$ cat config.mk
export PLATFORM = sky130hd
export DESIGN_NAME = hex_record_checker_word_packer
export DESIGN_NICKNAME = d
export VERILOG_FILES = /design/src/hdl/hrc_pkg.sv /design/src/hdl/hrc_core.sv /design/src/hdl/hrc_out_reg.sv /design/src/hdl/hex_record_checker_word_packer.sv
export SDC_FILE = /design/constraint.sdc
export NUM_CORES = 1
export LEC_CHECK = 0
export BUFFER_PORTS_ARGS = -buffer_cell sky130_fd_sc_hd__buf_4
export CORE_MARGIN = 2
export CORE_UTILIZATION = 25
export DETAILED_ROUTE_END_ITERATION = 10
export SLEW_MARGIN = 10
export SYNTH_ARGS = -nofsm -noshare
export SYNTH_HDL_FRONTEND = slang
export SYNTH_SLANG_ARGS = --single-unit
export TNS_END_PERCENT = 50
$ cat constraint.sdc
create_clock -name clock -period 3.9 [get_ports clock]
set_input_delay 0.39 -clock clock [delete_from_list [all_inputs] [get_ports clock]]
set_output_delay 0.39 -clock clock [all_outputs]
set_load 0.05 [all_outputs]
$ cat src/hdl/hrc_pkg.sv
// Shared result codes, record type codes and the result word layout.
package hrc_pkg;

   localparam int PAGE_BYTES_DEFAULT = 128;

   localparam logic [1:0] KIND_DATA   = 2'd0;
   localparam logic [1:0] KIND_GOOD   = 2'd1;
   localparam logic [1:0] KIND_BAD    = 2'd2;
   localparam logic [1:0] KIND_EOF    = 2'd3;

   localparam logic [7:0] REC_TYPE_DATA = 8'h00;
   localparam logic [7:0] REC_TYPE_EOF  = 8'h01;

   localparam logic [7:0] PAD_BYTE = 8'hFF;

   typedef struct packed {
      logic        valid;
      logic [1:0]  kind;
      logic [15:0] flash_word;
      logic [6:0]  byte_offset;
      logic [7:0]  page_number;
      logic        page_done;
   } result_type;

endpackage

$ cat src/hdl/hrc_core.sv
// Record field sequencer, checksum, word packing and page tracking for one byte.
module hrc_core #(
   parameter int PAGE_BYTES = hrc_pkg::PAGE_BYTES_DEFAULT
) (
   input  logic               clock,
   input  logic               reset,
   input  logic               step,
   input  logic [7:0]         rec_byte,
   output hrc_pkg::result_type res
);

   localparam int OFFS_W = $clog2(PAGE_BYTES);
   localparam int EXT_W  = (OFFS_W > 7) ? OFFS_W : 7;
   localparam logic [OFFS_W:0] PAGE_LIMIT = (OFFS_W + 1)'(PAGE_BYTES);
   localparam logic [OFFS_W:0] WORD_BYTES = (OFFS_W + 1)'(2);

   typedef enum logic [2:0] {
      POS_LENGTH  = 3'd0,
      POS_ADDR_HI = 3'd1,
      POS_ADDR_LO = 3'd2,
      POS_TYPE    = 3'd3,
      POS_DATA    = 3'd4,
      POS_CHECK   = 3'd5
   } field_pos_type;

   field_pos_type      pos_ff, pos_in;
   logic [7:0]         length_ff, length_in;
   logic [7:0]         left_ff, left_in;
   logic [7:0]         rec_kind_ff, rec_kind_in;
   logic [7:0]         sum_ff, sum_in;
   logic [7:0]         low_ff, low_in;
   logic               have_low_ff, have_low_in;
   logic [OFFS_W-1:0]  offset_ff, offset_in;
   logic [7:0]         page_ff, page_in;
   logic               ended_ff, ended_in;

   logic [OFFS_W:0]    offset_next;
   logic               page_full;
   logic [EXT_W-1:0]   offset_ext;
   logic [7:0]         left_dec;
   logic [7:0]         expect_sum;
   logic               emit;
   logic [15:0]        emit_word;

   assign offset_next = {1'b0, offset_ff} + WORD_BYTES;
   assign page_full   = (offset_next >= PAGE_LIMIT);
   assign offset_ext  = EXT_W'(offset_ff);
   assign left_dec    = left_ff - 8'd1;
   assign expect_sum  = 8'd0 - sum_ff;

   always_comb begin
      pos_in      = pos_ff;
      length_in   = length_ff;
      left_in     = left_ff;
      rec_kind_in = rec_kind_ff;
      sum_in      = sum_ff;
      low_in      = low_ff;
      have_low_in = have_low_ff;
      offset_in   = offset_ff;
      page_in     = page_ff;
      ended_in    = ended_ff;
      emit        = 1'b0;
      emit_word   = 16'd0;

      res             = '0;
      res.byte_offset = offset_ext[6:0];
      res.page_number = page_ff;

      if (!ended_ff) begin
         case (pos_ff)
            POS_ADDR_HI: begin
               sum_in = sum_ff + rec_byte;
               pos_in = POS_ADDR_LO;
            end
            POS_ADDR_LO: begin
               sum_in = sum_ff + rec_byte;
               pos_in = POS_TYPE;
            end
            POS_TYPE: begin
               rec_kind_in = rec_byte;
               sum_in      = sum_ff + rec_byte;
               left_in     = length_ff;
               have_low_in = 1'b0;
               pos_in      = (length_ff != 8'd0) ? POS_DATA : POS_CHECK;
            end
            POS_DATA: begin
               sum_in  = sum_ff + rec_byte;
               left_in = left_dec;
               if (rec_kind_ff == hrc_pkg::REC_TYPE_DATA) begin
                  if (have_low_ff) begin
                     have_low_in = 1'b0;
                     emit        = 1'b1;
                     emit_word   = {rec_byte, low_ff};
                  end else if (left_dec == 8'd0) begin
                     // odd trailing byte: pad the high half
                     emit      = 1'b1;
                     emit_word = {hrc_pkg::PAD_BYTE, rec_byte};
                  end else begin
                     low_in      = rec_byte;
                     have_low_in = 1'b1;
                  end
               end
               if (left_dec == 8'd0) begin
                  pos_in = POS_CHECK;
               end
            end
            POS_CHECK: begin
               res.valid = 1'b1;
               if (rec_kind_ff == hrc_pkg::REC_TYPE_EOF) begin
                  ended_in      = 1'b1;
                  res.kind      = hrc_pkg::KIND_EOF;
                  res.page_done = 1'b1;
               end else begin
                  res.kind = (expect_sum == rec_byte) ? hrc_pkg::KIND_GOOD
                                                      : hrc_pkg::KIND_BAD;
               end
               pos_in      = POS_LENGTH;
               sum_in      = 8'd0;
               have_low_in = 1'b0;
            end
            default: begin
               length_in   = rec_byte;
               sum_in      = rec_byte;
               have_low_in = 1'b0;
               pos_in      = POS_ADDR_HI;
            end
         endcase
      end

      if (emit) begin
         res.valid      = 1'b1;
         res.kind       = hrc_pkg::KIND_DATA;
         res.flash_word = emit_word;
         res.page_done  = page_full;
         // wrap to the next page when this word fills it
         if (page_full) begin
            offset_in = '0;
            page_in   = page_ff + 8'd1;
         end else begin
            offset_in = offset_next[OFFS_W-1:0];
         end
      end
   end

   always_ff @(posedge clock) begin
      if (reset) begin
         pos_ff      <= POS_LENGTH;
         length_ff   <= 8'd0;
         left_ff     <= 8'd0;
         rec_kind_ff <= 8'd0;
         sum_ff      <= 8'd0;
         low_ff      <= 8'd0;
         have_low_ff <= 1'b0;
         offset_ff   <= '0;
         page_ff     <= 8'd0;
         ended_ff    <= 1'b0;
      end else if (step) begin
         pos_ff      <= pos_in;
         length_ff   <= length_in;
         left_ff     <= left_in;
         rec_kind_ff <= rec_kind_in;
         sum_ff      <= sum_in;
         low_ff      <= low_in;
         have_low_ff <= have_low_in;
         offset_ff   <= offset_in;
         page_ff     <= page_in;
         ended_ff    <= ended_in;
      end
   end

endmodule

$ cat src/hdl/hrc_out_reg.sv
// Result register that holds one word until the receiver takes it.
module hrc_out_reg (
   input  logic                clock,
   input  logic                reset,
   input  logic                load,
   input  hrc_pkg::result_type load_res,
   input  logic                rsp_stall,
   output logic                full,
   output logic                free,
   output hrc_pkg::result_type out_res
);

   logic                valid_ff, valid_in;
   hrc_pkg::result_type data_ff;

   assign free     = !valid_ff || !rsp_stall;
   assign valid_in = load ? 1'b1 : (free ? 1'b0 : valid_ff);
   assign full     = valid_ff;

   always_comb begin
      out_res       = data_ff;
      out_res.valid = valid_ff;
   end

   always_ff @(posedge clock) begin
      if (reset) begin
         valid_ff <= 1'b0;
      end else begin
         valid_ff <= valid_in;
      end
   end

   always_ff @(posedge clock) begin
      if (load) begin
         data_ff <= load_res;
      end
   end

endmodule

$ cat src/hdl/hex_record_checker_word_packer.sv
// Top level: input byte register, record processing and result register.
// Binary hex record checker and flash word packer.
// The req_ channel carries one record byte per word (length, address high,
// address low, type, data bytes, checksum). The rsp_ channel returns at most
// one word per byte: a packed 16-bit data word with its page offset and page
// number, a checksum good or bad report, or an end-of-file report.
// A byte is taken when req_valid is high and req_stall is low; a result is
// taken when rsp_valid is high and rsp_stall is low.
// Throughput is one byte per cycle while the receiver keeps up. A byte lands
// in the input register at its accept edge and is processed when it moves on
// from there, which waits while the output register is full and stalled. Its
// result is then registered in the output register and shown on rsp_.
// A byte only stalls when the input register still holds a byte while the
// output register is full and held by rsp_stall.
// Reset clears the field sequencer, checksum, page offset and page number, so
// the stream restarts with a length byte on page 0. After an end-of-file
// record all further bytes are taken and dropped until reset.
module hex_record_checker_word_packer #(
   parameter int PAGE_BYTES = hrc_pkg::PAGE_BYTES_DEFAULT
) (
   input  logic        clock,
   input  logic        reset,
   input  logic        req_valid,
   output logic        req_stall,
   input  logic [7:0]  req_record_byte,
   output logic        rsp_valid,
   input  logic        rsp_stall,
   output logic [1:0]  rsp_kind,
   output logic [15:0] rsp_flash_word,
   output logic [6:0]  rsp_byte_offset,
   output logic [7:0]  rsp_page_number,
   output logic        rsp_page_done
);

   logic                in_valid_ff, in_valid_in;
   logic [7:0]          in_byte_ff;
   logic                req_take;
   logic                advance;
   logic                out_full;
   logic                out_free;
   hrc_pkg::result_type core_res;
   hrc_pkg::result_type out_res;

   // move the held byte on whenever the result register can take its result
   assign advance     = in_valid_ff && out_free;
   assign req_stall   = in_valid_ff && !out_free;
   assign req_take    = req_valid && !req_stall;
   assign in_valid_in = req_take ? 1'b1 : (advance ? 1'b0 : in_valid_ff);

   always_ff @(posedge clock) begin
      if (reset) begin
         in_valid_ff <= 1'b0;
      end else begin
         in_valid_ff <= in_valid_in;
      end
   end

   always_ff @(posedge clock) begin
      if (req_take) begin
         in_byte_ff <= req_record_byte;
      end
   end

   hrc_core #(
      .PAGE_BYTES(PAGE_BYTES)
   ) u_core (
      .clock    (clock),
      .reset    (reset),
      .step     (advance),
      .rec_byte (in_byte_ff),
      .res      (core_res)
   );

   hrc_out_reg u_out_reg (
      .clock     (clock),
      .reset     (reset),
      .load      (advance && core_res.valid),
      .load_res  (core_res),
      .rsp_stall (rsp_stall),
      .full      (out_full),
      .free      (out_free),
      .out_res   (out_res)
   );

   assign rsp_valid       = out_full;
   assign rsp_kind        = out_res.kind;
   assign rsp_flash_word  = out_res.flash_word;
   assign rsp_byte_offset = out_res.byte_offset;
   assign rsp_page_number = out_res.page_number;
   assign rsp_page_done   = out_res.page_done;

   a_stall_needs_byte: assert property (@(posedge clock) disable iff (reset)
      req_stall |-> (in_valid_ff && rsp_valid && rsp_stall))
      else $error("input stalled without a held byte behind a stalled result");

   a_eof_commits: assert property (@(posedge clock) disable iff (reset)
      (rsp_valid && rsp_kind == hrc_pkg::KIND_EOF) |-> rsp_page_done)
      else $error("end of file reported without page commit");

   a_report_no_data: assert property (@(posedge clock) disable iff (reset)
      (rsp_valid && (rsp_kind == hrc_pkg::KIND_GOOD || rsp_kind == hrc_pkg::KIND_BAD))
      |-> (!rsp_page_done && rsp_flash_word == 16'd0))
      else $error("checksum report carries data or page commit");

   a_advance_drains: assert property (@(posedge clock) disable iff (reset)
      (in_valid_ff && !req_stall && !req_valid) |=> !in_valid_ff)
      else $error("held byte not consumed");

endmodule
Word-level counts from Yosys, hierarchy flattened. Cells that the tools add are included.

$add $sub $neg: 5. Magnitude comparators: 1. Eq/ne operators: 9. Multiplexer cells: 34. Bitwise gates (word level): 9. Reduce and logical (&&, ||, !) cells: 29.

Operators with widths (count): $mux 16 (5); $pmux 8 s2 (2); $mux 19 (1); $mux 1 (18); $logic_not 8->1 (2); $pmux 3 s5 (1); $reduce_and 3->1 (5); $mux 3 (3); $not 1->1 (9); $add 7x2->8 const B (1); $add 8x1->8 const B (1); $add 8x8->8 (1); $eq 8x1->1 const B (1); $eq 8x8->1 (1); $ge 8x8->1 const B (1); $reduce_bool 8->1 (1); $reduce_or 4->1 (2); $sub 1x8->8 const A (1); $sub 8x1->8 const B (1); $mux 7 (1); $eq 3x2->1 const B (2); $eq 3x3->1 const B (2); $reduce_and 6->1 (1); $reduce_bool 2->1 (3); other kinds (12) (21).

Register bits after elaboration: 104. Input port bits: 12. Logic and storage cells: 105.

Longest topological paths before layout.
Depth in word-level cells: 10. Gate-level depth with buffers: 10. Mapped depth without buffers: 8.

By module. From an unflattened synthesis, not the netlist that was laid out.

Cell total of the unflattened synthesis: 511. Area, all modules: 4971.0 µm².

Modules (own cells, without submodules): hrc_core (instances 1, cells each 458, area each 3607.2 µm², seq. area each 1181.1 µm²); hrc_out_reg (instances 1, cells each 39, area each 1061.0 µm², seq. area each 1041.0 µm²); hex_record_checker_word_packer (instances 1, cells each 14, area each 302.8 µm², seq. area each 260.2 µm²).

Worst setup path after synthesis. No wires, ideal clock.

Path kind: flip-flop to flip-flop. Start: register u_core.pos_ff[0]. End: register u_out_reg.data_ff (netlist bit u_out_reg.out_res[0]) (enable). Setup time: 0.469 ns. Arrival: 3.290 ns. Required time: 3.431 ns. Setup slack: 0.141 ns. Stages on the path, launching flop included: 5. Path buffers: 1. Path through: dfxtp_1 clkbuf_1 nor2b_1 nand3_1 o21ai_0.

Word-level cells in the longest chain between the ends: 5.

Ends and longest elaborated chain: start: declaration (RTL line hrc_core.sv:26) `field_pos_type pos_ff, pos_in;`; start signal: assignment (RTL line hrc_core.sv:158) `pos_ff <= pos_in;`; $eq 3x3->1 (RTL line hrc_core.sv:70) `case (pos_ff)`; $mux 3 or $mux 1 (tied branches) (RTL line hrc_core.sv:70); $mux 3 or $mux 1 (tied branches) (RTL line hrc_core.sv:69) `if (!ended_ff) begin`; $mux 19 * (RTL line hrc_core.sv:130) `if (emit) begin`; $logic_and 1x1->1 * (RTL line hex_record_checker_word_packer.sv:77) `.load (advance && core_res.valid),`; via u_out_reg.load (RTL line hrc_out_reg.sv:5) `input logic load,`; end signal: assignment (RTL line hrc_out_reg.sv:35) `data_ff <= load_res;`; end: declaration (RTL line hrc_out_reg.sv:14) `hrc_pkg::result_type data_ff;`.

Mark *: on every way through the listed nets, which the timed path passes. The rest lies on a longest branch. A chain may end at the register's enable or synchronous reset.

Worst setup path in the final report.
Start: register u_core.pos_ff[2]. End: register u_out_reg.data_ff (netlist bit u_out_reg.out_res[12]) (enable).

Same word-level chain as after synthesis.

==> flow_summary_export.csv <==
group,metric,value,unit
synthesis,avgSynthCellArea,9.55,um^2
worst_setup_path,r2r_cells,5,
synthesis,syn_area,4860,um^2
status,outcome,"completed",
synthesis,synth_area_leaders,"edfxtp_1 (25%), dfxtp_1 (25%), a21oi_1 (5.0%)",
sta,worst_slew_pin_slew,0.981,ns
global_routing,grt_remaining_overflow,0,
worst_hold_path,hold_end,"in_byte_ff[5]$_DFFE_PP_",
cts,cts_root_buf,"clkbuf_16",
synthesis,synth_commonest_cells,"nor2_1 (62), dfxtp_1 (61), nand2_1 (53), a21oi_1 (49), edfxtp_1 (41)",
detailed_routing,met3_wirelength,439,um
worst_setup_path,cp-start-kind,"flip-flop",
worst_setup_path,worstReg2RegStart,"u_core.pos_ff[2]$_SDFFE_PP0P_",
job,drv_cap,0,
cells_and_area,drive_gt1_frac,0.151,
synthesis,syn_nets,534,
detailed_routing,avgViaCountPerCell,4.63,
synthesis,synthCells,509,
worst_setup_path,path_max_fanout,33,
placed_design,io_buffer_count,46,
sta,layout_min_cycle_time,3.01,ns
worst_setup_path,endpoint_kind,"flip-flop",
power,max-vdd-ir-drop,0.206,mV
cts,cts_buffers,9,
sta,skew,0.0104,ns
synthesis,synth_cell_types,63,
sta,setup_tns,0,ns
cts,postCtsHoldBufs,0,
power,finalPower,2150,uW
global_routing,antenna_found_initial,0,
floorplanning,die_h,143,um
synthesis,ys_warn_count,0,
cells_and_area,antenna_cells,0,
detailed_routing,drtIter0Drc,268,
sta,holdWs,0.222,ns
synthesis,synth_area_leader_cell,"edfxtp_1",
placed_design,globalplace.congestion,0.813,
cts,htree_levels,3,
placed_design,place_ws,0.905,ns
global_routing,grt_pass1_wl,17.7,mm
detailed_routing,vias,3742,
worst_hold_path,whs_path_depth,1,
synthesis,synth_edf_count,41,
detailed_routing,drc,0,
power,p_leak,0.00210,uW
floorplanning,num_rows,51,
cells_and_area,area_growth,17.6,%
worst_setup_path,rrSetupSlack,0.89,ns
floorplanning,initial_core_util,0.252,
cells_and_area,nFillCells,2051,
detailed_routing,wl_met1,5.55,mm
sta,finalMaxSlewViolations,0,
worst_setup_path,crit_arrival,2.98,ns
worst_setup_path,crit_path_start,"u_core.pos_ff[2]$_SDFFE_PP0P_",
cts,cts_sinks,102,
sta,fin_crit_sh,0.772,
worst_setup_path,r2r-end,"u_out_reg.out_res[12]$_DFFE_PP_",
detailed_routing,wl_per_cell,13.6,um
detailed_routing,ant_nets,0,
placed_design,dp_hpwl,7.67,mm
global_routing,track_usage,0.109,
worst_setup_path,critical_path_class,"flip-flop to flip-flop",
synthesis,synth_top_area_frac,0.253,
cts,cts_setup_buffers,0,
synthesis,synth-seq-cells,102,
power,power.density,376,nW/um^2
worst_hold_path,hold_class,"input port to flip-flop",
floorplanning,pin_count,48,
cts,cts.clk_slew.worst_paths,0.07,ns
worst_setup_path,required,3.87,ns
global_routing,grt_max_degree,65,
cts,insertion_delay,0.34,ns
cts,ctsResizeCount,0,
cts,cts_tree,"done",
sta,slew_headroom,0.343,
detailed_routing,routed.top_layer,"met4",
global_routing,first_global_vias,3294,
sta,setup_violations,0,
floorplanning,core,19300,um^2
sta,hold_violations,0,
detailed_routing,drt_wl_total,11.0,mm
detailed_routing,routed-wl-met2,4.87,mm
floorplanning,die_area,20600,um^2
floorplanning,die_w,143,um
cts,clockBufferDepth,2,
detailed_routing,first_pass_iters,5,
synthesis,synth_async_sr_flop_share,0,
synthesis,synthFlopType,"dfxtp_1",
sta,max_freq,0.332,GHz
cells_and_area,fin_nets,563,
worst_hold_path,min_from,"req_record_byte[5]",
synthesis,yosysSeqAreaShare,0.505,
sta,rsz0062_at_grt,"false",
synthesis,synth_most_common_cell,"nor2_1",
sta,fin_ws,0.889,ns
power by group:
| group | internal (uW) | switching, uW | total [uW] |
|---|---|---|---|
| sequential | 1120 | 30.3 | 1150 |
| clock | 446 | 414 | 859 |
| combinational | 63.5 | 78.0 | 142 |
worst max-delay path: stages, from the launching register on:
cell and delay [ns]:
dfxtp_1 0.59, nor3b_2 0.50, nand3_2 0.22, or2_0 0.41, or3_4 0.53, o21ai_4 0.38
registers in the layout, indices dropped and copies added, names as in the netlist:
signal,cells
u_core.pos_ff,3
u_core.length_ff,8
u_core.low_ff,8
u_core.page_ff,8
u_core.sum_ff,8
u_core.ended_ff,1
in_valid_ff,1
u_out_reg.out_res,33
u_core.have_low_ff,1
in_byte_ff,8
u_core.offset_ext,6
u_core.left_ff,8
u_out_reg.full,1
u_core.rec_kind_ff,8
layout by cell type, fill, tap and decap left out, types with 5 or more instances in the layout:
cell type   n
nand4_1     6
nor2_1     62
nor2b_1     7
a21oi_1    49
dfxtp_1    61
a211oi_1    5
inv_1      13
edfxtp_1   41
mux2i_1    18
nand3_1    18
or3_1       6
a21o_1      5
xor2_1      7
or4_1       5
clkbuf_16   9
o21ai_0    15
xnor2_1    11
ha_1       12
nor3_1     17
nand2_1    53
a222oi_1    7
buf_4      49
per-stage QoR:
| stage | cells | instance area (um^2) | util |
|---|---|---|---|
| detailed placement | 792 | 5430 | 0.282 |
| global placement | 792 | 5430 | 0.282 |
| floorplan | 509 | 4860 | - |
| global route | 808 | 5710 | 0.297 |
| CTS | 808 | 5710 | 0.297 |
| finish | 808 | 5710 | 0.297 |
layer usage:
layer,track usage,up-vias
met5,0,-
met4,0.0310,0
met3,0.0267,7
met2,0.158,73
met1,0.160,1768
li1,-,1894
final cells by class:
type	count	area [um^2]	share of cell area
tap	265	332	0.0580
sequential	102	2450	0.429
timing repair buffer	49	368	0.0644
clock buffer	10	229	0.0401
inverter	13	48.8	0.00854
clock inverter	6	55.1	0.00963
multi-input combinational	363	2230	0.390
how the worst max path moves through the flow:
stage	slack, ns	endpoint	cells past startpoint
6_report	0.89	u_out_reg.out_res[12]$_DFFE_PP_	5
3_5_place_dp	0.90	u_out_reg.out_res[19]$_SDFFCE_PP0P_	5
5_1_grt	0.61	u_out_reg.out_res[12]$_DFFE_PP_	5
2_1_floorplan	0.14	u_out_reg.out_res[0]$_DFFE_PP_	4
3_3_place_gp	0.96	u_out_reg.out_res[13]$_DFFE_PP_	5
4_1_cts	0.90	u_out_reg.out_res[13]$_DFFE_PP_	5
logic make-up (layout without fill, tap and decap cells):
| family | Yosys count | count (layout) | synth area share |
|---|---|---|---|
| simple gates | 205 | 205 | 0.208 |
| compound gates | 105 | 105 | 0.136 |
| flops | 102 | 102 | 0.505 |
| buf+inv | 44 | 78 | 0.0391 |
| mux | 21 | 21 | 0.0440 |
| xor+xnor | 18 | 18 | 0.0324 |
| fa+ha+maj | 13 | 13 | 0.0350 |
| other cells | 1 | 1 | 0.000771 |
(Power assumes the default switching activity.)
